[src/hdl/lbc_pkg.sv]
// Package for the LRU block buffer cache: command and status codes,
// the table entry record and the control/status structs linking ctrl and dpath.
`default_nettype none

package lbc_pkg;

  localparam int DEV_W   = 8;
  localparam int BLK_W   = 32;
  localparam int CNT_W   = 8;
  localparam int TICK_W  = 32;
  localparam int SEL_W   = 5;
  localparam int IDX_W   = 5;
  localparam int CMD_W   = 2;
  localparam int STAT_W  = 2;

  localparam logic [CNT_W-1:0] COUNT_MAX  = 8'd255;
  localparam logic [CNT_W-1:0] COUNT_ZERO = 8'd0;
  localparam logic [CNT_W-1:0] COUNT_ONE  = 8'd1;

  typedef enum logic [CMD_W-1:0] {
    CMD_GET     = 2'd0,
    CMD_RELEASE = 2'd1,
    CMD_PIN     = 2'd2,
    CMD_UNPIN   = 2'd3
  } lbc_op_t;

  typedef enum logic [STAT_W-1:0] {
    ST_OK        = 2'd0,
    ST_NO_FREE   = 2'd1,
    ST_COUNT_ERR = 2'd2
  } lbc_status_t;

  typedef struct packed {
    logic [DEV_W-1:0]  dev;
    logic [BLK_W-1:0]  blk;
    logic              assigned;
    logic              loaded;
    logic [CNT_W-1:0]  count;
    logic [TICK_W-1:0] stamp;
  } lbc_entry_t;

  // controller -> datapath
  typedef struct packed {
    logic capture;  // latch the accepted request, reset the scan
    logic issue;    // read one table entry this cycle
    logic commit;   // write back and load the result register
  } lbc_cmd_t;

  // datapath -> controller
  typedef struct packed {
    logic last_issue;  // the read issued this cycle is the final one
  } lbc_sts_t;

endpackage

`default_nettype wire

[src/hdl/lru_block_buffer_cache_top.sv]
// Top level of the LRU block buffer cache tag table.
// Instantiates lbc_ctrl and lbc_dpath; uses lbc_pkg.
`default_nettype none

// The block keeps ENTRY_COUNT buffer entries in a single-port table memory and
// serves one request at a time. A get request (cmd 0) walks the whole table,
// one entry per clock through the memory's registered read port, looking for
// the lowest entry that matches device and block, and at the same time for the
// unused entry with the oldest release stamp not above now_tick (ties go to
// the highest index). A get goes through an accept state, one read per entry,
// a drain state for the last read's data and a commit state that writes back
// and loads the result. Release, pin and unpin read only the selected entry.
// The result sits in an output register, so a new request is taken while the
// previous result still waits on out_stall; only the write-back waits for that
// register to drain. After reset every entry reads as unassigned with zero
// count and stamp: per-entry valid bits stand in for a clearing pass, so the
// block takes requests in the first cycle after reset. Status 1 means no free
// entry for a get; status 2 flags a user count that would wrap, or a select
// beyond the table.

module lru_block_buffer_cache_top
  import lbc_pkg::*;
#(
  parameter int ENTRY_COUNT = 32
)
(
  input  wire logic               clk,
  input  wire logic               rst_n,
  input  wire logic               in_valid,
  output logic                    in_stall,
  input  wire logic [CMD_W-1:0]   in_cmd,
  input  wire logic [DEV_W-1:0]   in_device_id,
  input  wire logic [BLK_W-1:0]   in_block_number,
  input  wire logic [SEL_W-1:0]   in_entry_select,
  input  wire logic [TICK_W-1:0]  in_now_tick,
  output logic                    out_valid,
  input  wire logic               out_stall,
  output logic [IDX_W-1:0]        out_entry_index,
  output logic                    out_was_hit,
  output logic                    out_needs_read,
  output logic [STAT_W-1:0]       out_status
);

  lbc_cmd_t cmd;
  lbc_sts_t sts;

  // sequencing: accept, scan, drain, commit
  lbc_ctrl u_ctrl (
    .clk       (clk),
    .rst_n     (rst_n),
    .in_valid  (in_valid),
    .in_stall  (in_stall),
    .out_valid (out_valid),
    .out_stall (out_stall),
    .cmd       (cmd),
    .sts       (sts)
  );

  // table, scan and update
  lbc_dpath #(
    .ENTRY_COUNT (ENTRY_COUNT)
  ) u_dpath (
    .clk             (clk),
    .rst_n           (rst_n),
    .cmd             (cmd),
    .sts             (sts),
    .in_cmd          (in_cmd),
    .in_device_id    (in_device_id),
    .in_block_number (in_block_number),
    .in_entry_select (in_entry_select),
    .in_now_tick     (in_now_tick),
    .out_entry_index (out_entry_index),
    .out_was_hit     (out_was_hit),
    .out_needs_read  (out_needs_read),
    .out_status      (out_status)
  );

`ifndef NO_ASSERTIONS
  // one request in flight: an accepted request closes the input side
  a_one_in_flight: assert property (@(posedge clk) disable iff (!rst_n)
    (in_valid && !in_stall) |=> in_stall)
    else $error("request accepted while another is in flight");

  // a commit always presents a result on the next cycle
  a_commit_shows: assert property (@(posedge clk) disable iff (!rst_n)
    cmd.commit |=> out_valid)
    else $error("commit without a result");

  // only defined status codes leave the block
  a_status_code: assert property (@(posedge clk) disable iff (!rst_n)
    out_valid |-> (out_status == ST_OK || out_status == ST_NO_FREE ||
                   out_status == ST_COUNT_ERR))
    else $error("undefined status code");

  // a failed get reports entry zero with no hit and no read
  a_no_free_fields: assert property (@(posedge clk) disable iff (!rst_n)
    (out_valid && out_status == ST_NO_FREE) |->
      (out_entry_index == '0 && !out_was_hit && !out_needs_read))
    else $error("no-free result carries stray fields");
`endif

endmodule

`default_nettype wire

[src/hdl/lbc_ctrl.sv]
// Controller for the LRU block buffer cache: request handshake, scan sequencing
// and result handshake. Uses lbc_pkg; drives the datapath through lbc_cmd_t.
`default_nettype none

module lbc_ctrl
  import lbc_pkg::*;
(
  input  wire logic     clk,
  input  wire logic     rst_n,
  input  wire logic     in_valid,
  output logic          in_stall,
  output logic          out_valid,
  input  wire logic     out_stall,
  output lbc_cmd_t      cmd,
  input  wire lbc_sts_t sts
);

  typedef enum logic [3:0] {
    S_IDLE  = 4'b0001,
    S_READ  = 4'b0010,
    S_DRAIN = 4'b0100,
    S_DONE  = 4'b1000
  } lbc_state_t;

  lbc_state_t state_r, state_nxt;
  logic       out_valid_r, out_valid_nxt;
  logic       out_free;

  assign out_free = !out_valid_r || !out_stall;
  assign in_stall  = (state_r != S_IDLE);
  assign out_valid = out_valid_r;

  always_comb begin
    state_nxt     = state_r;
    out_valid_nxt = out_valid_r;
    cmd           = '0;
    if (out_valid_r && !out_stall) begin
      out_valid_nxt = 1'b0;
    end
    unique case (state_r)
      S_IDLE: begin
        if (in_valid) begin
          cmd.capture = 1'b1;
          state_nxt   = S_READ;
        end
      end
      S_READ: begin
        cmd.issue = 1'b1;
        if (sts.last_issue) begin
          state_nxt = S_DRAIN;
        end
      end
      S_DRAIN: begin
        state_nxt = S_DONE;
      end
      S_DONE: begin
        // hold until the result register can take the new result
        if (out_free) begin
          cmd.commit    = 1'b1;
          out_valid_nxt = 1'b1;
          state_nxt     = S_IDLE;
        end
      end
      default: begin
        state_nxt = S_IDLE;
      end
    endcase
  end

  always_ff @(posedge clk) begin
    if (!rst_n) begin
      state_r     <= S_IDLE;
      out_valid_r <= 1'b0;
    end else begin
      state_r     <= state_nxt;
      out_valid_r <= out_valid_nxt;
    end
  end

endmodule

`default_nettype wire

[src/hdl/lbc_dpath.sv]
// Datapath for the LRU block buffer cache: entry table memory with valid bits,
// match and victim scan, update logic and result register. Uses lbc_pkg.
`default_nettype none

module lbc_dpath
  import lbc_pkg::*;
#(
  parameter int ENTRY_COUNT = 32
)
(
  input  wire logic               clk,
  input  wire logic               rst_n,
  input  wire lbc_cmd_t           cmd,
  output lbc_sts_t                sts,
  input  wire logic [CMD_W-1:0]   in_cmd,
  input  wire logic [DEV_W-1:0]   in_device_id,
  input  wire logic [BLK_W-1:0]   in_block_number,
  input  wire logic [SEL_W-1:0]   in_entry_select,
  input  wire logic [TICK_W-1:0]  in_now_tick,
  output logic [IDX_W-1:0]        out_entry_index,
  output logic                    out_was_hit,
  output logic                    out_needs_read,
  output logic [STAT_W-1:0]       out_status
);

  localparam int IW = (ENTRY_COUNT > 1) ? $clog2(ENTRY_COUNT) : 1;
  localparam logic [IW-1:0] LAST_IDX = IW'(ENTRY_COUNT - 1);

  // entry table
  lbc_entry_t             mem [ENTRY_COUNT];
  logic [ENTRY_COUNT-1:0] vld_r;

  // request registers
  lbc_op_t            op_r;
  logic [DEV_W-1:0]   dev_r;
  logic [BLK_W-1:0]   blk_r;
  logic [SEL_W-1:0]   sel_r;
  logic [IW-1:0]      sel_addr_r;
  logic               sel_ok_r;
  logic [TICK_W-1:0]  now_r;

  // scan state
  logic [IW-1:0]      rd_idx_r;
  logic [IW-1:0]      eval_idx_r;
  logic               rd_pend_r;
  lbc_entry_t         rd_data_r;
  logic               rd_vld_r;
  logic               hit_r;
  logic [IW-1:0]      hit_idx_r;
  lbc_entry_t         hit_ent_r;
  logic               found_r;
  logic [IW-1:0]      best_idx_r;
  logic [TICK_W-1:0]  limit_r;

  logic [IW-1:0]      rd_addr;
  lbc_entry_t         ent;
  logic               is_get;
  logic               match;
  logic               free_ok;
  logic [IW+SEL_W-1:0] sel_wide;
  logic [IW+IDX_W-1:0] hit_wide;
  logic [IW+IDX_W-1:0] best_wide;

  // commit logic
  logic               wr_en;
  logic [IW-1:0]      wr_addr;
  lbc_entry_t         wr_data;
  logic [IDX_W-1:0]   res_idx;
  logic               res_hit;
  logic               res_rd;
  lbc_status_t        res_st;

  assign is_get    = (op_r == CMD_GET);
  assign sel_wide  = {{IW{1'b0}}, in_entry_select};
  assign hit_wide  = {{IDX_W{1'b0}}, hit_idx_r};
  assign best_wide = {{IDX_W{1'b0}}, best_idx_r};
  assign rd_addr   = is_get ? rd_idx_r : sel_addr_r;
  assign sts.last_issue = !is_get || (rd_idx_r == LAST_IDX);

  // entries never written read as the reset value
  assign ent     = rd_vld_r ? rd_data_r : '0;
  assign match   = ent.assigned && (ent.dev == dev_r) && (ent.blk == blk_r);
  assign free_ok = (ent.count == COUNT_ZERO) && (ent.stamp <= limit_r);

  always_ff @(posedge clk) begin
    if (cmd.capture) begin
      op_r       <= lbc_op_t'(in_cmd);
      dev_r      <= in_device_id;
      blk_r      <= in_block_number;
      sel_r      <= in_entry_select;
      sel_addr_r <= sel_wide[IW-1:0];
      sel_ok_r   <= (32'(in_entry_select) < ENTRY_COUNT);
      now_r      <= in_now_tick;
    end
  end

  always_ff @(posedge clk) begin
    if (!rst_n) begin
      rd_pend_r <= 1'b0;
      hit_r     <= 1'b0;
      found_r   <= 1'b0;
    end else begin
      rd_pend_r <= cmd.issue;
      if (cmd.capture) begin
        hit_r   <= 1'b0;
        found_r <= 1'b0;
      end else if (rd_pend_r) begin
        if (!is_get || (match && !hit_r)) begin
          hit_r <= 1'b1;
        end
        if (is_get && free_ok) begin
          found_r <= 1'b1;
        end
      end
    end
  end

  always_ff @(posedge clk) begin
    if (cmd.capture) begin
      rd_idx_r <= '0;
      limit_r  <= in_now_tick;
    end else begin
      if (cmd.issue) begin
        rd_idx_r <= rd_idx_r + IW'(1);
      end
      if (rd_pend_r) begin
        if (!is_get || (match && !hit_r)) begin
          hit_idx_r <= eval_idx_r;
          hit_ent_r <= ent;
        end
        // <= keeps the later entry on equal stamps
        if (is_get && free_ok) begin
          best_idx_r <= eval_idx_r;
          limit_r    <= ent.stamp;
        end
      end
    end
  end

  // single read port, registered data
  always_ff @(posedge clk) begin
    if (cmd.issue) begin
      rd_data_r  <= mem[rd_addr];
      rd_vld_r   <= vld_r[rd_addr];
      eval_idx_r <= rd_addr;
    end
  end

  always_ff @(posedge clk) begin
    if (cmd.commit && wr_en) begin
      mem[wr_addr] <= wr_data;
    end
  end

  always_ff @(posedge clk) begin
    if (!rst_n) begin
      vld_r <= '0;
    end else if (cmd.commit && wr_en) begin
      vld_r[wr_addr] <= 1'b1;
    end
  end

  always_comb begin
    wr_en   = 1'b0;
    wr_addr = hit_idx_r;
    wr_data = hit_ent_r;
    res_idx = hit_wide[IDX_W-1:0];
    res_hit = 1'b0;
    res_rd  = 1'b0;
    res_st  = ST_OK;
    if (is_get) begin
      if (hit_r) begin
        res_hit = 1'b1;
        if (hit_ent_r.count == COUNT_MAX) begin
          res_st = ST_COUNT_ERR;
        end else begin
          wr_en          = 1'b1;
          wr_data.count  = hit_ent_r.count + COUNT_ONE;
          wr_data.loaded = 1'b1;
          res_rd         = !hit_ent_r.loaded;
        end
      end else if (found_r) begin
        wr_en            = 1'b1;
        wr_addr          = best_idx_r;
        wr_data.dev      = dev_r;
        wr_data.blk      = blk_r;
        wr_data.assigned = 1'b1;
        wr_data.loaded   = 1'b1;
        wr_data.count    = COUNT_ONE;
        wr_data.stamp    = limit_r;
        res_idx          = best_wide[IDX_W-1:0];
        res_rd           = 1'b1;
      end else begin
        res_idx = '0;
        res_st  = ST_NO_FREE;
      end
    end else begin
      wr_addr = sel_addr_r;
      res_idx = sel_r;
      if (!sel_ok_r) begin
        res_st = ST_COUNT_ERR;
      end else begin
        unique case (op_r)
          CMD_PIN: begin
            if (hit_ent_r.count == COUNT_MAX) begin
              res_st = ST_COUNT_ERR;
            end else begin
              wr_en         = 1'b1;
              wr_data.count = hit_ent_r.count + COUNT_ONE;
            end
          end
          CMD_RELEASE, CMD_UNPIN: begin
            if (hit_ent_r.count == COUNT_ZERO) begin
              res_st = ST_COUNT_ERR;
            end else begin
              wr_en         = 1'b1;
              wr_data.count = hit_ent_r.count - COUNT_ONE;
              if (op_r == CMD_RELEASE && hit_ent_r.count == COUNT_ONE) begin
                wr_data.stamp = now_r;
              end
            end
          end
          default: begin
            res_st = ST_OK;
          end
        endcase
      end
    end
  end

  always_ff @(posedge clk) begin
    if (cmd.commit) begin
      out_entry_index <= res_idx;
      out_was_hit     <= res_hit;
      out_needs_read  <= res_rd;
      out_status      <= res_st;
    end
  end

endmodule

`default_nettype wire

[config.mk]
export PLATFORM = sky130hd
export DESIGN_NAME = lru_block_buffer_cache_top
export DESIGN_NICKNAME = d
export VERILOG_FILES = /design/src/hdl/lbc_pkg.sv /design/src/hdl/lru_block_buffer_cache_top.sv /design/src/hdl/lbc_ctrl.sv /design/src/hdl/lbc_dpath.sv
export SDC_FILE = /design/constraint.sdc
export NUM_CORES = 2
export LEC_CHECK = 0
export BUFFER_PORTS_ARGS = -buffer_cell sky130_fd_sc_hd__buf_4
export CAP_MARGIN = 20
export CORE_MARGIN = 8
export CORE_UTILIZATION = 30
export CTS_BUF_LIST = sky130_fd_sc_hd__clkbuf_16
export CTS_CLUSTER_SIZE = 30
export DETAILED_ROUTE_END_ITERATION = 10
export PLACE_DENSITY_LB_ADDON = 0.08
export RECOVER_POWER = 100
export SYNTH_ARGS = -nofsm -noshare
export SYNTH_HDL_FRONTEND = slang
export SYNTH_SLANG_ARGS = --single-unit
[constraint.sdc]
create_clock -name clk -period 12.3 [get_ports clk]
set_input_delay 2.46 -clock clk [delete_from_list [all_inputs] [get_ports clk]]
set_output_delay 2.46 -clock clk [all_outputs]
set_load 0.01 [all_outputs]
==> results.txt <==
* Width of the die: about 640 µm
- Among the stages of the critical path, the cell type that occurs most often is sky130_fd_sc_hd__clkbuf_1.
* Drt initial violations: ~5300
- Required time of the worst setup path: ~13 ns
- The clock net in this run drives a total of 2969 sinks.
- The clock passes through at most 4 buffers.
- Global routing consumed, on the met3 layer, approximately 1.8% of the routing resources.
* Launch point of the critical path: out_stall
- For this run, asynchronously set or reset flops after synthesis account for 0%.
- Result of the run: complete, but fails checks
- In this run the tightest slew margin relative to its limit is -208%.
- Summing the sequential cell areas from Yosys gives around 76% of the chip area.
- In this run the clock root is driven by a sky130_fd_sc_hd__clkbuf_16.
- The largest individual stage delay along the critical path comes from the cell sky130_fd_sc_hd__clkbuf_1.
- Worst hold path type: reg2reg
- Std-Cell Core Area: ~390000 µm²
* First-pass GRT wire length: roughly 540000 µm
- STA classifies the critical path endpoint as a register.
- Violations in the final reports: capacitance limit, slew limit
* Overall Power: ~23 mW
* Final wirelength: roughly 390000 µm
- Ranked by total cell area, the synthesized netlist is headed by sky130_fd_sc_hd__edfxtp_1 (75%), sky130_fd_sc_hd__mux4_2 (4.2%), sky130_fd_sc_hd__mux2i_1 (3.3%).
- For this run the aggregate overflow at the end of global routing stands at 0.
* Pin count of the biggest net entering global routing: 120
* Startpoint of the lowest-slack register-to-register path: u_dpath.op_r[0]
* Number of synthesized register bits: approximately 3000
- Once detail routing completed, the nets flagged for antenna violations numbered 0.
- Maximum clock skew at final layout: between 0.04 and 0.05 ns
- The analysis attributes to cell leakage a power of approximately 42 nW.
* Hold_sp: u_dpath.vld_r[17]
* CTS tree: built
- For this run, design rule violations remaining after detail routing come to 0.
* Unrepaired setup endpoints after global routing: no
- Counting flops with a built-in enable in the synthesized netlist gives 2924.
- Cells with a size suffix above 1 make up 12.8% of the layout.
* Hold-fix buffer count after cts: 0
- Synth warn: 0
- Clk_lat worst skew: 0.95 ns
* Post-CTS Setup Repair Bufs: 0
- Crit-path max cell delay: around 2.2 ns
- Relative to the synthesized area, the layout overhead comes to 14.8%.
* Y dimension of the die: 639 µm
- Using the TritonRoute via totals, the vias-per-cell ratio works out to 5.16.
* Most used flip-flop cell after synthesis: sky130_fd_sc_hd__edfxtp_1
- Counting the buffers created by CTS gives approximately 340.
* Kind of launch point of the worst setup path: input pin
- Global routing used between 10% and 20% of the available tracks.
* Met1 global-route usage: roughly a quarter
* Crit share post-route: 72.1%
* Vias in the first global route: 65600
- Summing over every cut layer, the via total after detailed routing is approximately 64000.
- Most used standard cell by instance count after synthesis: sky130_fd_sc_hd__edfxtp_1
- Post-route minimum period: around 8.9 ns
- Proportion of netlist area held by the largest area contributor: about three quarters
- Post-route core utilization: about 34%
- CP Class: in2reg
- Finish-stage setup viols: 0
- Htree depth: 5
- Initial standard-cell utilization of the core: 30.0%
- Unique cell type count in the Yosys netlist: approximately 80
- Worst-case vdd ir drop: between 90 and 100 µV
* Number of buffers and inverters on the critical path: 4
- Based on the critical path, the design can be clocked at up to 0.113 GHz.
* Port bufs: a little over 90
- Ordered list of cells on the worst path: clkbuf_1 > a21oi_1 > clkbuf_1 > nand3_1 > nor2_1 > nand2_1 > nor2_1 > clkbuf_1 > clkbuf_1
* Post-CTS Resized: 0
- In the global route stage, met2 resource usage came out at between 30% and 40%.
- Of all nets on the critical path, the largest fanout is 27.
- Post-synthesis cell area: around 120000 µm²
- Sum of net half-perimeters after detailed placement: 216000 µm
- In the final routed layout, each cell accounts on average for about 31 µm.
* Worst-margin pin slew: 4.61 ns
* Syn nets: between 6000 and 7000
* Largest area contributor in the netlist: sky130_fd_sc_hd__edfxtp_1
- Crit path max-delay family: buffers and inverters
- The tool flagged a number of max-cap violations equal to 100.
- Count of final max-slew check failures: about 2900
* Final weighted congestion in routability-driven placement: roughly 0.8
- The floorplan step defined a die boundary enclosing between 400000 and 500000 µm².
* Initial antenna violation count: 18
* Areal power density over the cells: between 150 and 200 nW/µm²
- First-pass iteration count of the detailed router: 8
* Clock-pin slew on the worst setup and hold paths: around 0.060 ns
- Syn_area_per_cell: approximately 17 µm²
- Fill cells in the final layout number between 30000 and 40000.
- Num ports: 94
- In this run the core area contains about 230 standard-cell rows.
- NumNets Final: 7104
- Setup Total Neg Slack: 0 ns
- Mapped Cells: 6766
* Most Used Layer, Global Route: met2
* Number of hold violations in the final report: 0
- Commonest cells in the synthesized netlist: sky130_fd_sc_hd__edfxtp_1 (2924), sky130_fd_sc_hd__nand2_1 (929), sky130_fd_sc_hd__mux2i_1 (380)
- Data arrival, critical path: roughly 9.4 ns
-- kinds of logic after synthesis --
logic type	Yosys count	share of synthesized area [%]
XOR/XNOR	23	0.173
multiplexers	667	8.12
AO/OA/AOI/OAI	1071	6.91
adder cells (fa/ha/maj)	38	0.408
AND/OR/NAND/NOR	1505	6.07
buffers and inverters	493	2.15
flip-flops	2969	76.2
-- registers in the layout (all words and copies together) (netlist names), 4 cells and up --
signal	cells
u_dpath.out_entry_index	5
u_dpath.rd_data_r	82
u_dpath.mem	2624
u_dpath.rd_idx_r	5
u_dpath.vld_r	32
u_dpath.limit_r	32
u_dpath.hit_ent_r	82
u_dpath.now_r	32
u_ctrl.state_r	4
u_dpath.best_idx_r	5
u_dpath.dev_r	8
u_dpath.hit_idx_r	5
u_dpath.eval_idx_r	5
u_dpath.blk_r	32
u_dpath.sel_r	5
-- area by class of cell --
| cell class | count | area [µm²] | share of cell area (%) |
|---|---|---|---|
| clock inverters | 263 | 1890 | 1.41 |
| well taps | 5197 | 6500 | 4.86 |
| multi-input cells | 3304 | 25400 | 19.0 |
| clock buffers | 351 | 8780 | 6.57 |
| diodes | 12 | 30.0 | 0.0225 |
| repair buffers | 308 | 2040 | 1.53 |
| flip-flops and latches | 2969 | 88700 | 66.4 |
| inverters | 59 | 265 | 0.198 |
-- stage by stage --
| stage | instance area, µm² | hold slack, ns | worst slack [ns] | cells |
|---|---|---|---|---|
| 2_1_floorplan | 116000 | 0.417 | 2.44 | 6766 |
| 3_3_place_gp | 124000 | 0.428 | 5.49 | 11800 |
| 3_5_place_dp | 124000 | 0.434 | 5.50 | 11800 |
| 4_1_cts | 134000 | 0.447 | 6.42 | 12400 |
| 5_1_grt | 134000 | 0.460 | 3.13 | 12500 |
| 6_report | 134000 | 0.448 | 3.43 | 12500 |
-- worst paths after layout --
path	to	slack, ns	depth (start not counted)
setup / recovery	u_dpath.mem[9][17]	3.43	9
hold / removal	u_dpath.vld_r[17]	0.45	2
setup reg to reg	u_dpath.rd_data_r[57]	3.49	8
hold reg to reg	u_dpath.vld_r[17]	0.45	2
-- power breakdown --
group / internal (mW) / switching [mW] / total [mW]
Sequential: 11.1 / 0.0588 / 11.1
Clock: 5.64 / 4.17 / 9.80
Combinational: 0.551 / 1.19 / 1.74
-- worst register-to-register path, stage by stage (launching register included) --
cell and delay (ns):
sky130_fd_sc_hd__edfxtp_1 0.98, sky130_fd_sc_hd__or2_0 1.26, sky130_fd_sc_hd__clkbuf_1 1.95, sky130_fd_sc_hd__mux2i_1 0.60, sky130_fd_sc_hd__inv_8 0.56, sky130_fd_sc_hd__clkbuf_1 1.97, sky130_fd_sc_hd__mux4_2 0.49, sky130_fd_sc_hd__o21ai_0 0.56
sky130_fd_sc_hd__a211oi_2 0.17
-- placed cells by master, fill, tap and decap left out, types with 68 or more instances in the layout --
| cell type | count |
|---|---|
| sky130_fd_sc_hd__clkbuf_1 | 150 |
| sky130_fd_sc_hd__buf_4 | 97 |
| sky130_fd_sc_hd__clkinv_1 | 92 |
| sky130_fd_sc_hd__inv_1 | 127 |
| sky130_fd_sc_hd__and3_1 | 164 |
| sky130_fd_sc_hd__clkbuf_16 | 351 |
| sky130_fd_sc_hd__a32oi_1 | 199 |
| sky130_fd_sc_hd__edfxtp_1 | 2924 |
| sky130_fd_sc_hd__nand2_1 | 925 |
| sky130_fd_sc_hd__mux2i_1 | 379 |
| sky130_fd_sc_hd__o221ai_1 | 68 |
| sky130_fd_sc_hd__a311oi_1 | 138 |
| sky130_fd_sc_hd__nor2_1 | 80 |
| sky130_fd_sc_hd__a21oi_1 | 121 |
| sky130_fd_sc_hd__o21ai_0 | 69 |
| sky130_fd_sc_hd__a211oi_1 | 223 |
| sky130_fd_sc_hd__mux4_2 | 215 |
-- routing by layer --
layer | routed length [µm] | vias up
met5 | 7 | -
met4 | 9170 | 2
li1 | - | 27700
met2 | 190000 | 1506
met1 | 176000 | 34600
met3 | 14500 | 464
No activity file was read; power rests on OpenSTA's default activity.
